## config.mk

```make
export PLATFORM = sky130hd
export DESIGN_NAME = speed_histogram_binner
export DESIGN_NICKNAME = d
export VERILOG_FILES = /design/src/design/shb_pkg.sv /design/src/design/shb_cfg.sv /design/src/design/shb_bin_calc.sv /design/src/design/shb_mem.sv /design/src/design/speed_histogram_binner.sv
export SDC_FILE = /design/constraint.sdc
export NUM_CORES = 2
export LEC_CHECK = 0
export ABC_CLOCK_PERIOD_IN_PS = 8300
export BUFFER_PORTS_ARGS = -buffer_cell sky130_fd_sc_hd__buf_2
export CORE_MARGIN = 3
export CORE_UTILIZATION = 60
export DETAILED_ROUTE_END_ITERATION = 8
export PLACE_DENSITY = 0.76
export SLEW_MARGIN = 40
export SYNTH_ARGS = -nofsm -noshare
export SYNTH_HDL_FRONTEND = slang
export SYNTH_SLANG_ARGS = --single-unit
```

## constraint.sdc

```tcl
create_clock -name clk -period 8.3 [get_ports clk]
set_input_delay 0.415 -clock clk [delete_from_list [all_inputs] [get_ports clk]]
set_output_delay 0.415 -clock clk [all_outputs]
set_load 0.1 [all_outputs]
```

## src/design/shb_pkg.sv

```systemverilog
// ----------------------------------------------------------------------------
// shb_pkg
// Shared types and constants for the speed histogram binner: field widths,
// command and register codes, the configuration struct and the state types.
// ----------------------------------------------------------------------------
`default_nettype none

package shb_pkg;

  localparam int SPEED_W = 24;
  localparam int NBIN_W  = 7;
  localparam int COUNT_W = 32;
  localparam int SEL_W   = 6;
  localparam int MODE_W  = 2;
  localparam int ALU_W   = 32;
  localparam int STEP_W  = 3;

  // Command codes carried on the mode port.
  localparam logic [MODE_W-1:0] MODE_ADD   = 2'd0;
  localparam logic [MODE_W-1:0] MODE_READ  = 2'd1;
  localparam logic [MODE_W-1:0] MODE_CLEAR = 2'd2;

  // Register indexes (word address on the configuration port).
  localparam logic [1:0] REG_RANGE_MIN   = 2'd0;
  localparam logic [1:0] REG_RANGE_MAX   = 2'd1;
  localparam logic [1:0] REG_BINS_IN_USE = 2'd2;

  localparam logic [SPEED_W-1:0] RANGE_MIN_RST   = 24'd0;
  localparam logic [SPEED_W-1:0] RANGE_MAX_RST   = 24'd11520;
  localparam logic [NBIN_W-1:0]  BINS_IN_USE_RST = 7'd20;

  typedef struct packed {
    logic [SPEED_W-1:0] range_min;
    logic [SPEED_W-1:0] range_max;
    logic [NBIN_W-1:0]  bins_in_use;
  } cfg_t;

  typedef enum logic [2:0] {
    S_CLEAR,
    S_IDLE,
    S_BIN,
    S_INC,
    S_RDOUT
  } state_t;

  typedef enum logic [2:0] {
    C_IDLE,
    C_DEN,
    C_DIFF,
    C_CMP,
    C_MUL,
    C_DIV,
    C_DONE
  } calc_state_t;

endpackage

`default_nettype wire

```

## src/design/shb_cfg.sv

```systemverilog
// ----------------------------------------------------------------------------
// shb_cfg
// APB-style register file holding the histogram range and the bin count.
// ----------------------------------------------------------------------------
`default_nettype none

module shb_cfg (
  input  wire logic                clk,
  input  wire logic                rst,
  input  wire logic                psel,
  input  wire logic                penable,
  input  wire logic                pwrite,
  input  wire logic [3:0]          paddr,
  input  wire logic [31:0]         pwdata,
  output logic      [31:0]         prdata,
  output logic                     pready,
  output shb_pkg::cfg_t            cfg
);

  logic       wr_en;
  logic [1:0] index;

  assign pready = 1'b1;
  assign index  = paddr[3:2];
  assign wr_en  = psel & penable & pwrite;

  always_ff @(posedge clk) begin
    if (rst) begin
      cfg.range_min   <= shb_pkg::RANGE_MIN_RST;
      cfg.range_max   <= shb_pkg::RANGE_MAX_RST;
      cfg.bins_in_use <= shb_pkg::BINS_IN_USE_RST;
    end else if (wr_en) begin
      unique case (index)
        shb_pkg::REG_RANGE_MIN:   cfg.range_min   <= pwdata[shb_pkg::SPEED_W-1:0];
        shb_pkg::REG_RANGE_MAX:   cfg.range_max   <= pwdata[shb_pkg::SPEED_W-1:0];
        shb_pkg::REG_BINS_IN_USE: cfg.bins_in_use <= pwdata[shb_pkg::NBIN_W-1:0];
        default: ;
      endcase
    end
  end

  always_comb begin
    unique case (index)
      shb_pkg::REG_RANGE_MIN:   prdata = 32'(cfg.range_min);
      shb_pkg::REG_RANGE_MAX:   prdata = 32'(cfg.range_max);
      shb_pkg::REG_BINS_IN_USE: prdata = 32'(cfg.bins_in_use);
      default:                  prdata = 32'd0;
    endcase
  end

endmodule

`default_nettype wire

```

## src/design/shb_bin_calc.sv

```systemverilog
// ----------------------------------------------------------------------------
// shb_bin_calc
// Bin index engine. One shared 32-bit add/subtract unit computes the range
// width, the offset, the overflow check, a shift-add multiply by the bin
// count and a restoring divide by the range width, one step per cycle.
// ----------------------------------------------------------------------------
`default_nettype none

module shb_bin_calc (
  input  wire logic                          clk,
  input  wire logic                          rst,
  input  wire logic                          start,
  input  wire logic [shb_pkg::SPEED_W-1:0]   speed,
  input  wire logic [shb_pkg::SPEED_W-1:0]   range_min,
  input  wire logic [shb_pkg::SPEED_W-1:0]   range_max,
  input  wire logic [shb_pkg::NBIN_W-1:0]    nbins,
  output logic                               done,
  output logic [shb_pkg::NBIN_W-1:0]         bin
);

  localparam logic [shb_pkg::STEP_W-1:0] LAST_STEP = 3'(shb_pkg::NBIN_W - 1);

  shb_pkg::calc_state_t state, state_next;

  logic [shb_pkg::SPEED_W-1:0] speed_q;
  logic [shb_pkg::SPEED_W-1:0] den;
  logic [shb_pkg::SPEED_W-1:0] diff;
  logic                        empty;
  logic [shb_pkg::ALU_W-1:0]   acc;
  logic [shb_pkg::ALU_W-1:0]   mcand;
  logic [shb_pkg::ALU_W-1:0]   dsh;
  logic [shb_pkg::NBIN_W-1:0]  nsh;
  logic [shb_pkg::NBIN_W-1:0]  q;
  logic [shb_pkg::STEP_W-1:0]  cnt;
  logic [shb_pkg::NBIN_W-1:0]  last_bin;

  // Shared add/subtract unit.
  logic [shb_pkg::ALU_W-1:0] op_a, op_b;
  logic                      op_sub;
  logic [shb_pkg::ALU_W:0]   sum;
  logic                      borrow;

  assign sum = {1'b0, op_a} + {1'b0, (op_sub ? ~op_b : op_b)}
             + (shb_pkg::ALU_W+1)'(op_sub);
  assign borrow   = op_sub & ~sum[shb_pkg::ALU_W];
  assign last_bin = nbins - 7'd1;
  assign done     = (state == shb_pkg::C_DONE);
  assign bin      = q;

  always_comb begin
    op_a   = '0;
    op_b   = '0;
    op_sub = 1'b1;
    unique case (state)
      shb_pkg::C_DEN: begin
        op_a = 32'(range_max);
        op_b = 32'(range_min);
      end
      shb_pkg::C_DIFF: begin
        op_a = 32'(speed_q);
        op_b = 32'(range_min);
      end
      shb_pkg::C_CMP: begin
        op_a = 32'(diff);
        op_b = 32'(den);
      end
      shb_pkg::C_MUL: begin
        op_a   = acc;
        op_b   = mcand;
        op_sub = 1'b0;
      end
      shb_pkg::C_DIV: begin
        op_a = acc;
        op_b = dsh;
      end
      default: ;
    endcase
  end

  always_comb begin
    state_next = state;
    unique case (state)
      shb_pkg::C_IDLE: if (start) state_next = shb_pkg::C_DEN;
      shb_pkg::C_DEN:  state_next = shb_pkg::C_DIFF;
      shb_pkg::C_DIFF: begin
        if (empty || borrow) state_next = shb_pkg::C_DONE;
        else state_next = shb_pkg::C_CMP;
      end
      shb_pkg::C_CMP: begin
        if (!borrow) state_next = shb_pkg::C_DONE;
        else state_next = shb_pkg::C_MUL;
      end
      shb_pkg::C_MUL:  if (cnt == LAST_STEP) state_next = shb_pkg::C_DIV;
      shb_pkg::C_DIV:  if (cnt == LAST_STEP) state_next = shb_pkg::C_DONE;
      shb_pkg::C_DONE: state_next = shb_pkg::C_IDLE;
      default:         state_next = shb_pkg::C_IDLE;
    endcase
  end

  always_ff @(posedge clk) begin
    if (rst) state <= shb_pkg::C_IDLE;
    else state <= state_next;
  end

  always_ff @(posedge clk) begin
    unique case (state)
      shb_pkg::C_IDLE: begin
        if (start) speed_q <= speed;
      end
      shb_pkg::C_DEN: begin
        den   <= sum[shb_pkg::SPEED_W-1:0];
        empty <= borrow | (sum[shb_pkg::SPEED_W-1:0] == '0);
      end
      shb_pkg::C_DIFF: begin
        diff <= sum[shb_pkg::SPEED_W-1:0];
        if (empty) q <= last_bin;
        else if (borrow) q <= '0;
      end
      shb_pkg::C_CMP: begin
        // An offset at or past the range width lands in the overflow bin.
        if (!borrow) q <= last_bin;
        acc   <= '0;
        mcand <= 32'(diff);
        nsh   <= nbins;
        cnt   <= '0;
      end
      shb_pkg::C_MUL: begin
        if (nsh[0]) acc <= sum[shb_pkg::ALU_W-1:0];
        mcand <= {mcand[shb_pkg::ALU_W-2:0], 1'b0};
        nsh   <= {1'b0, nsh[shb_pkg::NBIN_W-1:1]};
        if (cnt == LAST_STEP) begin
          cnt <= '0;
          dsh <= 32'({den, {(shb_pkg::NBIN_W-1){1'b0}}});
          q   <= '0;
        end else begin
          cnt <= cnt + 3'd1;
        end
      end
      shb_pkg::C_DIV: begin
        // The quotient is known to be below the bin count, so seven steps do.
        if (!borrow) acc <= sum[shb_pkg::ALU_W-1:0];
        q   <= {q[shb_pkg::NBIN_W-2:0], ~borrow};
        dsh <= {1'b0, dsh[shb_pkg::ALU_W-1:1]};
        cnt <= cnt + 3'd1;
      end
      default: ;
    endcase
  end

endmodule

`default_nettype wire

```

## src/design/shb_mem.sv

```systemverilog
// ----------------------------------------------------------------------------
// shb_mem
// Bin counter store: one write port and one read port with registered data.
// ----------------------------------------------------------------------------
`default_nettype none

module shb_mem #(
  parameter int DEPTH = 64,
  parameter int AW    = 6
) (
  input  wire logic                          clk,
  input  wire logic                          we,
  input  wire logic [AW-1:0]                 waddr,
  input  wire logic [shb_pkg::COUNT_W-1:0]   wdata,
  input  wire logic                          re,
  input  wire logic [AW-1:0]                 raddr,
  output logic      [shb_pkg::COUNT_W-1:0]   rdata
);

  logic [shb_pkg::COUNT_W-1:0] mem [DEPTH];

  always_ff @(posedge clk) begin
    if (we) mem[waddr] <= wdata;
  end

  always_ff @(posedge clk) begin
    if (re) rdata <= mem[raddr];
  end

endmodule

`default_nettype wire

```

## src/design/speed_histogram_binner.sv

```systemverilog
// ----------------------------------------------------------------------------
// speed_histogram_binner
// Counts Q16.8 speed samples into saturating bin counters; reads one bin or
// clears all bins on command.
//
//   Port group         Direction   Transfer when
//   start/mode/...     in          start high and busy low at a clock edge
//   result_valid/...   out         result_valid high (one cycle, no stall)
//   APB psel/...       in/out      psel, penable, pwrite and pready high
//
// Add sample: busy while the bin engine runs and the counter is updated
// (the bin engine: three setup steps, seven multiply steps, seven divide
// steps, one finish; then the counter update). A sample below the range or
// an empty range ends the engine after the second setup step, and an
// overflowing sample after the third. The shared adder makes the steps serial.
// Read bin: the result is on the ports while busy is high in S_RDOUT.
// Clear all bins: busy while it clears one counter per cycle, 0 to MAX_BINS-1.
// After reset the same clearing pass runs with busy high.
// ----------------------------------------------------------------------------
`default_nettype none

module speed_histogram_binner #(
  parameter int MAX_BINS = 64
) (
  input  wire logic                          clk,
  input  wire logic                          rst,
  input  wire logic                          psel,
  input  wire logic                          penable,
  input  wire logic                          pwrite,
  input  wire logic [3:0]                    paddr,
  input  wire logic [31:0]                   pwdata,
  output logic      [31:0]                   prdata,
  output logic                               pready,
  input  wire logic                          start,
  output logic                               busy,
  input  wire logic [shb_pkg::MODE_W-1:0]    mode,
  input  wire logic [shb_pkg::SPEED_W-1:0]   speed,
  input  wire logic [shb_pkg::SEL_W-1:0]     bin_select,
  output logic                               result_valid,
  output logic      [shb_pkg::SEL_W-1:0]     read_bin,
  output logic      [shb_pkg::COUNT_W-1:0]   bin_count
);

  localparam int AW = (MAX_BINS > 1) ? $clog2(MAX_BINS) : 1;
  localparam logic [AW-1:0] LAST_ADDR = AW'(MAX_BINS - 1);

  shb_pkg::cfg_t   cfg;
  shb_pkg::state_t state, state_next;

  logic [shb_pkg::NBIN_W-1:0]  nbins;
  logic                        calc_start;
  logic                        calc_done;
  logic [shb_pkg::NBIN_W-1:0]  calc_bin;

  logic                        mem_we;
  logic [AW-1:0]               mem_waddr;
  logic [shb_pkg::COUNT_W-1:0] mem_wdata;
  logic                        mem_re;
  logic [AW-1:0]               mem_raddr;
  logic [shb_pkg::COUNT_W-1:0] mem_rdata;
  logic [shb_pkg::COUNT_W-1:0] count_inc;

  logic [AW-1:0]               clr_addr;
  logic [AW-1:0]               wr_addr;
  logic [shb_pkg::SEL_W-1:0]   sel_q;
  logic                        sel_ok;
  logic                        accept;

  shb_cfg u_cfg (
    .clk     (clk),
    .rst     (rst),
    .psel    (psel),
    .penable (penable),
    .pwrite  (pwrite),
    .paddr   (paddr),
    .pwdata  (pwdata),
    .prdata  (prdata),
    .pready  (pready),
    .cfg     (cfg)
  );

  // Out-of-range bin counts are pulled into 1..MAX_BINS.
  always_comb begin
    priority if (cfg.bins_in_use == '0) begin
      nbins = 7'd1;
    end else if (32'(cfg.bins_in_use) > 32'(MAX_BINS)) begin
      nbins = 7'(MAX_BINS);
    end else begin
      nbins = cfg.bins_in_use;
    end
  end

  shb_bin_calc u_calc (
    .clk       (clk),
    .rst       (rst),
    .start     (calc_start),
    .speed     (speed),
    .range_min (cfg.range_min),
    .range_max (cfg.range_max),
    .nbins     (nbins),
    .done      (calc_done),
    .bin       (calc_bin)
  );

  shb_mem #(
    .DEPTH (MAX_BINS),
    .AW    (AW)
  ) u_mem (
    .clk   (clk),
    .we    (mem_we),
    .waddr (mem_waddr),
    .wdata (mem_wdata),
    .re    (mem_re),
    .raddr (mem_raddr),
    .rdata (mem_rdata)
  );

  assign busy   = (state != shb_pkg::S_IDLE);
  assign accept = start & ~busy;

  // Counters stick at all ones.
  assign count_inc = (mem_rdata == '1) ? mem_rdata : mem_rdata + 32'd1;

  always_comb begin
    state_next = state;
    calc_start = 1'b0;
    mem_re     = 1'b0;
    mem_raddr  = AW'(calc_bin);
    mem_we     = 1'b0;
    mem_waddr  = clr_addr;
    mem_wdata  = '0;
    unique case (state)
      shb_pkg::S_CLEAR: begin
        mem_we = 1'b1;
        if (clr_addr == LAST_ADDR) state_next = shb_pkg::S_IDLE;
      end
      shb_pkg::S_IDLE: begin
        mem_raddr = AW'(bin_select);
        if (accept) begin
          priority if (mode == shb_pkg::MODE_ADD) begin
            calc_start = 1'b1;
            state_next = shb_pkg::S_BIN;
          end else if (mode == shb_pkg::MODE_READ) begin
            mem_re     = 1'b1;
            state_next = shb_pkg::S_RDOUT;
          end else if (mode == shb_pkg::MODE_CLEAR) begin
            state_next = shb_pkg::S_CLEAR;
          end else begin
            state_next = shb_pkg::S_IDLE;
          end
        end
      end
      shb_pkg::S_BIN: begin
        if (calc_done) begin
          mem_re     = 1'b1;
          state_next = shb_pkg::S_INC;
        end
      end
      shb_pkg::S_INC: begin
        mem_we     = 1'b1;
        mem_waddr  = wr_addr;
        mem_wdata  = count_inc;
        state_next = shb_pkg::S_IDLE;
      end
      shb_pkg::S_RDOUT: begin
        state_next = shb_pkg::S_IDLE;
      end
      default: state_next = shb_pkg::S_IDLE;
    endcase
  end

  always_ff @(posedge clk) begin
    if (rst) begin
      state    <= shb_pkg::S_CLEAR;
      clr_addr <= '0;
    end else begin
      state <= state_next;
      if (state == shb_pkg::S_CLEAR) clr_addr <= clr_addr + AW'(1);
      else clr_addr <= '0;
    end
  end

  always_ff @(posedge clk) begin
    if (state == shb_pkg::S_BIN && calc_done) wr_addr <= AW'(calc_bin);
    if (accept) begin
      sel_q  <= bin_select;
      sel_ok <= (32'(bin_select) < 32'(MAX_BINS));
    end
  end

  assign result_valid = (state == shb_pkg::S_RDOUT);
  assign read_bin     = sel_q;
  assign bin_count    = sel_ok ? mem_rdata : '0;

  a_read_gives_result: assert property (@(posedge clk) disable iff (rst)
    (accept && mode == shb_pkg::MODE_READ) |=> result_valid)
    else $error("read transfer did not produce a result");

  a_other_no_result: assert property (@(posedge clk) disable iff (rst)
    (accept && mode != shb_pkg::MODE_READ) |=> !result_valid)
    else $error("result produced for a non-read transfer");

  a_result_while_busy: assert property (@(posedge clk) disable iff (rst)
    result_valid |-> busy)
    else $error("result strobe while the block is idle");

  a_calc_done_in_bin: assert property (@(posedge clk) disable iff (rst)
    calc_done |-> state == shb_pkg::S_BIN)
    else $error("bin engine finished outside a sample add");

endmodule

`default_nettype wire

```

# Word-level counts from Yosys, hierarchy flattened

Memories as Yosys holds them, arrays and structs flattened. A register that Yosys moved wholly into a read port is not among the register bits.
Index checks and enable logic that the tools add are counted.

Magnitude comparators: 1
Multiplexer cells: 49
Add/sub/neg operators: 6
Reduce and logical (&&, ||, !) cells: 25
Equal/unequal tests: 28
Bitwise gates (word level): 10

Operator list:

| cell                                                                   | count |
|---|---|
| 32-bit one-hot mux with 4 select lines                                 | 2 |
| 32-bit two-way mux                                                     | 6 |
| 32-bit one-hot mux with 2 select lines                                 | 2 |
| 32-bit one-hot mux with 3 select lines                                 | 1 |
| 24-bit one-hot mux with 3 select lines                                 | 1 |
| 6-bit two-way mux                                                      | 6 |
| 32-bit by 32-bit adder with 33-bit output                              | 1 |
| 33-bit by 1-bit adder with 33-bit output                               | 1 |
| 32-bit by 1-bit adder with 32-bit output (second input constant)       | 1 |
| 32-bit equality test (second input constant)                           | 1 |
| 32-bit inverter                                                        | 1 |
| 3-bit two-way mux                                                      | 10 |
| 24-bit logical NOT                                                     | 1 |
| 6-bit one-hot mux with 4 select lines                                  | 1 |
| 3-bit one-hot mux with 3 select lines                                  | 2 |
| 3-bit one-hot mux with 6 select lines                                  | 1 |
| 3-bit equality test (second input constant)                            | 5 |
| 7-bit two-way mux                                                      | 2 |
| 7-bit one-hot mux with 2 select lines                                  | 1 |
| 3-bit by 2-bit equality test with 1-bit output (second input constant) | 4 |
| 1-bit two-way mux                                                      | 12 |
| 2-bit inequality test (second input constant)                          | 6 |
| 2-bit AND reduction                                                    | 5 |
| 3-bit AND reduction                                                    | 3 |
| 25 further kinds                                                       | 43 |

Input bits: 74
Memories: 1
Word-level logic and storage cells: 138
Memory bits (writable): 2048
Register bits: 264

Memory list:

| name      | words | width | rd ports | clocked after memory_dff | wr ports | line          | text |
|---|---|---|---|---|---|---|---|
| u_mem.mem | 64    | 32    | 1        | 1                        | 1        | shb_mem.sv:20 | `logic [shb_pkg::COUNT_W-1:0] mem [DEPTH];` |

# Longest topological paths before layout

Word-level depth: 12
Gate-level depth with buffers: 19

# Cells and area by module

From an unflattened synthesis, not the netlist that was laid out.

Cell total of the unflattened synthesis: 4916
Area total of the unflattened synthesis: 94245.4 µm²

Modules (own cells, without submodules):

| module                 | seq. area each (µm²) | instances | area an instance (µm²) | cells each |
|---|---|---|---|---|
| shb_mem                | 62459.9              | 1         | 78835.6                | 3324 |
| shb_bin_calc           | 5585.4               | 1         | 10646.5                | 1037 |
| shb_cfg                | 1101.1               | 1         | 2772.7                 | 288 |
| speed_histogram_binner | 540.5                | 1         | 1990.7                 | 267 |

# Least setup slack after synthesis

Ideal clock, no wire load.

Path type: register to register
Start: reg u_calc.state[1]
End: reg u_calc.acc[0] (netlist bit) (enable)
Clock period less this slack: 5.379 ns
Path buffers: 4
Arrival time: 4.818 ns
Stages on the path, launching flop included: 18
Setup time: 0.561 ns
Path slack: 2.921 ns
Cell sequence: dfxtp_1 buf_4 clkbuf_1 clkbuf_1 buf_1 mux2_2 a22oi_1 o21ai_0 fa_1 a211oi_2 o211ai_2 a211oi_1 nor4b_1 o211ai_1 a21oi_1 a2bb2oi_1 nand2_1 nand3_1

Cells in the longest elaborated chain, start to end: 11
Elaborated cells on any way between the ends: 20

RTL lines:

| element                                                                                                          | line                | text |
|---|---|---|
| start: declaration                                                                                               | shb_bin_calc.sv:23  | `shb_pkg::calc_state_t state, state_next;` |
| start signal: assignment                                                                                         | shb_bin_calc.sv:101 | `if (rst) state <= shb_pkg::C_IDLE;` |
| start signal: assignment                                                                                         | shb_bin_calc.sv:102 | `else state <= state_next;` |
| 3-bit by 1-bit equality test with 1-bit output or 3-bit by 2-bit equality test with 1-bit output (tied branches) | shb_bin_calc.sv:54  | `unique case (state)` |
| 2-bit OR reduction (no line)                                                                                     | n/a                 |  |
| 32-bit one-hot mux with 4 select lines                                                                           | shb_bin_calc.sv:54  |  |
| 32-bit inverter                                                                                                  | shb_bin_calc.sv:43  | `assign sum = {1'b0, op_a} + {1'b0, (op_sub ? ~op_b : op_b)}` |
| 32-bit two-way mux                                                                                               | shb_bin_calc.sv:43  |  |
| 32-bit by 32-bit adder with 33-bit output                                                                        | shb_bin_calc.sv:43  |  |
| 33-bit by 1-bit adder with 33-bit output                                                                         | shb_bin_calc.sv:44  | `+ (shb_pkg::ALU_W+1)'(op_sub);` |
| 1-bit inverter                                                                                                   | shb_bin_calc.sv:45  | `assign borrow = op_sub & ~sum[shb_pkg::ALU_W];` |
| 1-bit AND                                                                                                        | shb_bin_calc.sv:45  |  |
| 2-bit inequality test (no line)                                                                                  | n/a                 |  |
| 3-bit AND reduction (no line) *                                                                                  | n/a                 |  |
| end signal: assignment                                                                                           | shb_bin_calc.sv:128 | `if (nsh[0]) acc <= sum[shb_pkg::ALU_W-1:0];` |
| end signal: assignment                                                                                           | shb_bin_calc.sv:141 | `if (!borrow) acc <= sum[shb_pkg::ALU_W-1:0];` |
| end: declaration                                                                                                 | shb_bin_calc.sv:29  | `logic [shb_pkg::ALU_W-1:0] acc;` |

Mark *: on every way between the ends. The rest lies on a longest branch, timed or not.
A chain may end at the register's enable or synchronous reset.

# Worst setup path in the final report

Start: reg u_calc.state[1]
End: reg u_calc.acc[26] (netlist bit) (enable)

Same word-level chain as after synthesis.

==> reports/qor.yml <==
floorplanning:
  rows: 145
  start_util: 0.605
  core_mm2: 0.156
  die_h_um: 403
  ios: 147
  die_w_um: 403
  die_area_mm2: 0.162
power:
  power.leakage_nw: 36.9
  share_seq_of_total_power: 0.558
  p_clk_frac: 0.432
  ir_worst_vdd_mv: 0.229
  p_sw_frac: 0.198
  power_frac_comb: 0.010
  power.density_mw_per_mm2: 216
  switchingPower_mw: 4.57
  p_int_mw: 18.5
final_layout:
  areaGrowthSynthToFinish_pct: 12.8
  final_cell_mix: "edfxtp_1 (2275), nand2_1 (637), mux4_2 (512)"
  layout_commonest_cell: "edfxtp_1"
  n_antenna_cell: 0
  fin_area_mm2: 0.107
  post_layout_nonfiller_instances: 7746
  nets: 5617
  drive_gt1_frac: 0.232
  final_util: 0.682
cts:
  htreeDepth: 4
  cts.path.max_buffers: 3
  clockRootBuffer: "clkbuf_16"
  clkTransAtPathRegs_ns: 0.06
  postCtsSetupBuffers: 0
  hold_buffers: 56
  post_cts_resize_count: 0
  cts_num_sinks: 2342
  cts_buffers: 220
  cts_tree: "built"
  insertion_delay_ns: 0.85
critical_path:
  rrSetupSlack_ns: 2.21
  slowest_delay_ns: 0.61
  crit-reg2reg-launch: "u_calc.state[1]$_SDFFE_PP0P_"
  cp_slowest_cell: "or3b_1"
  cpMostUsedCell: "buf_4"
  critPathKind: "register to register"
  r2r_end: "u_calc.acc[26]$_SDFFCE_PP0P_"
  startpoint_type: "register"
  cp.required_ns: 8.77
  critPathBufInv: 3
  critical_path.cell_chain: "buf_4 -> or3b_1 -> buf_4 -> nor2_1 -> a221oi_1 -> ha_1 -> a21oi_1 -> o21ai_0 -> a211oi_1 -> nor4b_1 -> o211ai_1 -> a21oi_1 -> a2bb2oi_1 -> nand2_1 -> nand3_1 -> buf_4"
  cp_max_fo: 32
  crit_family: "compound AO/OA/AOI/OAI gates"
  reg2reg_depth: 16
  crit_arrival_ns: 6.56
  end_kind: "register"
global_routing:
  grt_start_max_net_pins: 137
  antenna_found_initial: 3
  grt_pass1_wl_um: 350000
  grt_pass1_vias: 52690
  track_usage: 0.295
  grt_overflow: 0
synth:
  yosysUniqueCellTypes: 73
  syn_area_per_cell_um2: 18.1
  syn_area_mm2: 0.0945
  ys.flop_type: "edfxtp_1"
  synth-seq-cells: 2342
  synth.yosys.seq_area_share: 0.737
  synth_enable_flop_cells: 2275
  async_reset_ff_frac: 0
  ys_warn_count: 0
  synthCells: 5234
sta:
  hold_viol_final: 0
  rsz0062_at_grt: "false"
  fin_crit_sh: 0.734
  slew_headroom: 0.356
  fmax_ghz: 0.164
  finalSetupViolations: 0
  fin_crit_ns: 6.09
  worst_slew_pin_slew_ns: 0.959
  skew_ns: 0.0390
  fin_tns_setup_ns: 0
  slew_viol_final: 0
drt:
  drt-pass1-iter-count: 6
  first_iter_violations: 7157
  met3_length_um: 26900
  ant_nets: 0
  wl_met2_um: 116000
  topRoutingLayerUsed: "met5"
  wl_per_cell_um: 30.9
  drt-met1-wl_um: 88300
  route.vias.total: 52531
  route.detailed.drc: 0
  detail_route.wirelength_um: 239000
  vias_per_cell: 6.78
place:
  port_buffers: 127
  dp.cells: 7282
  hpwl_um: 127000
  globalplace.congestion: 0.889
  place_area_mm2: 0.0989
hold_path:
  whs_path_depth: 3
  worst_hold_path_type: "primary input to register"
  min_to: "state[0]$_SDFFE_PP0P_"
  hold_path.startpoint: "mode[1]"
flow_run:
  max-cap-violations: 0
status:
  status: "complete, no violations"
## worst max-delay path by stage
stage	start	end	slack [ns]	cells past startpoint
finish	u_calc.state[1]$_SDFFE_PP0P_	u_calc.acc[26]$_SDFFCE_PP0P_	2.21	16
global route	u_calc.state[1]$_SDFFE_PP0P_	u_calc.acc[24]$_SDFFCE_PP0P_	1.95	16
CTS	u_calc.state[0]$_SDFFE_PP0P_	u_calc.acc[27]$_SDFFCE_PP0P_	2.34	17
detailed placement	u_calc.state[0]$_SDFFE_PP0P_	u_calc.acc[22]$_SDFFCE_PP0P_	2.37	17
global placement	u_calc.state[0]$_SDFFE_PP0P_	u_calc.acc[25]$_SDFFCE_PP0P_	2.40	17
floorplan	u_calc.state[1]$_SDFFE_PP0P_	u_calc.acc[0]$_SDFFCE_PP0P_	2.92	17
## tightest hold or removal path, delay by kind of cell
| family | cells | cell delay (ns) |
|---|---|---|
| buf+inv | 1 | 0.10 |
| compound gates | 2 | 0.37 |
## synthesized netlist by cell type, types with 22 or more instances
cell	instances	area, um2
nand2_1	638	2390
nor3_1	22	110
edfxtp_1	2275	68300
a311oi_1	68	596
xnor2_1	25	219
dfxtp_1	67	1340
nor2_1	185	694
buf_2	64	320
and2_1	155	970
a31oi_1	69	432
o21ai_0	95	475
mux2i_1	51	510
ha_1	36	450
clkbuf_1	185	694
mux4_2	512	11500
xor2_1	28	245
nand3_1	28	140
and3_1	25	156
a21o_1	23	173
buf_4	44	330
inv_1	29	109
a21oi_1	162	811
a22oi_1	35	263
a211oi_1	168	1260
mux2_2	37	417
## per-layer routing
layer,global-route usage,vias to the layer above
met3,0.0654,505
met2,0.470,3509
met1,0.409,26984
met5,0,-
met4,0.109,2
li1,-,21531
## kinds of logic after synthesis
group           count (synthesis)  synth area share
simple gates                 1150            0.0543
buf+inv                       350            0.0174
fa+ha+maj                      37           0.00498
xor+xnor                       53           0.00491
mux                           601             0.132
flops                        2342             0.737
other cells                     2         0.0000794
compound gates                699            0.0497
## final cells by class
class	instances	area, um2
Tap cell	2058	2570
Timing Repair Buffer	364	2970
Clock inverter	130	1370
Clock buffer	274	5770
Multi-Input combinational cell	2549	24200
Inverter	29	109
Fill cell	9548	49700
Sequential cell	2342	69700
## power groups by stage
stage / sequential (mW) / combinational [mW] / clock (mW)
detailed placement: 13.1 / 0.208 / 0
floorplan: 13.1 / 0.127 / 0
CTS: 12.9 / 0.231 / 10.1
finish: 12.9 / 0.234 / 9.96
global placement: 13.1 / 0.204 / 0
global route: 12.9 / 0.245 / 10.5
## sequential cells by signal, summed over array words and instances, names as in the netlist
register	flops
read_bin	6
u_calc.bin	6
state	3
u_calc.mcand	32
u_mem.mem	2048
u_cfg.cfg	55
clr_addr	6
u_calc.acc	32
u_calc.empty	1
u_calc.nsh	7
u_calc.state	3
u_calc.den	24
wr_addr	6
u_calc.dsh	30
u_mem.rdata	32
u_calc.speed_q	24
u_calc.diff	24
u_calc.cnt	3
## stage by stage
stage	power [mW]	setup slack, ns	hold WS, ns
2_1_floorplan	13.2	2.92	0.426
5_1_grt	23.6	1.95	0.0918
6_report	23.1	2.21	0.0926
3_3_place_gp	13.3	2.40	0.463
4_1_cts	23.2	2.34	0.0379
3_5_place_dp	13.3	2.37	0.472
No activity file was read; power rests on OpenSTA's default activity.
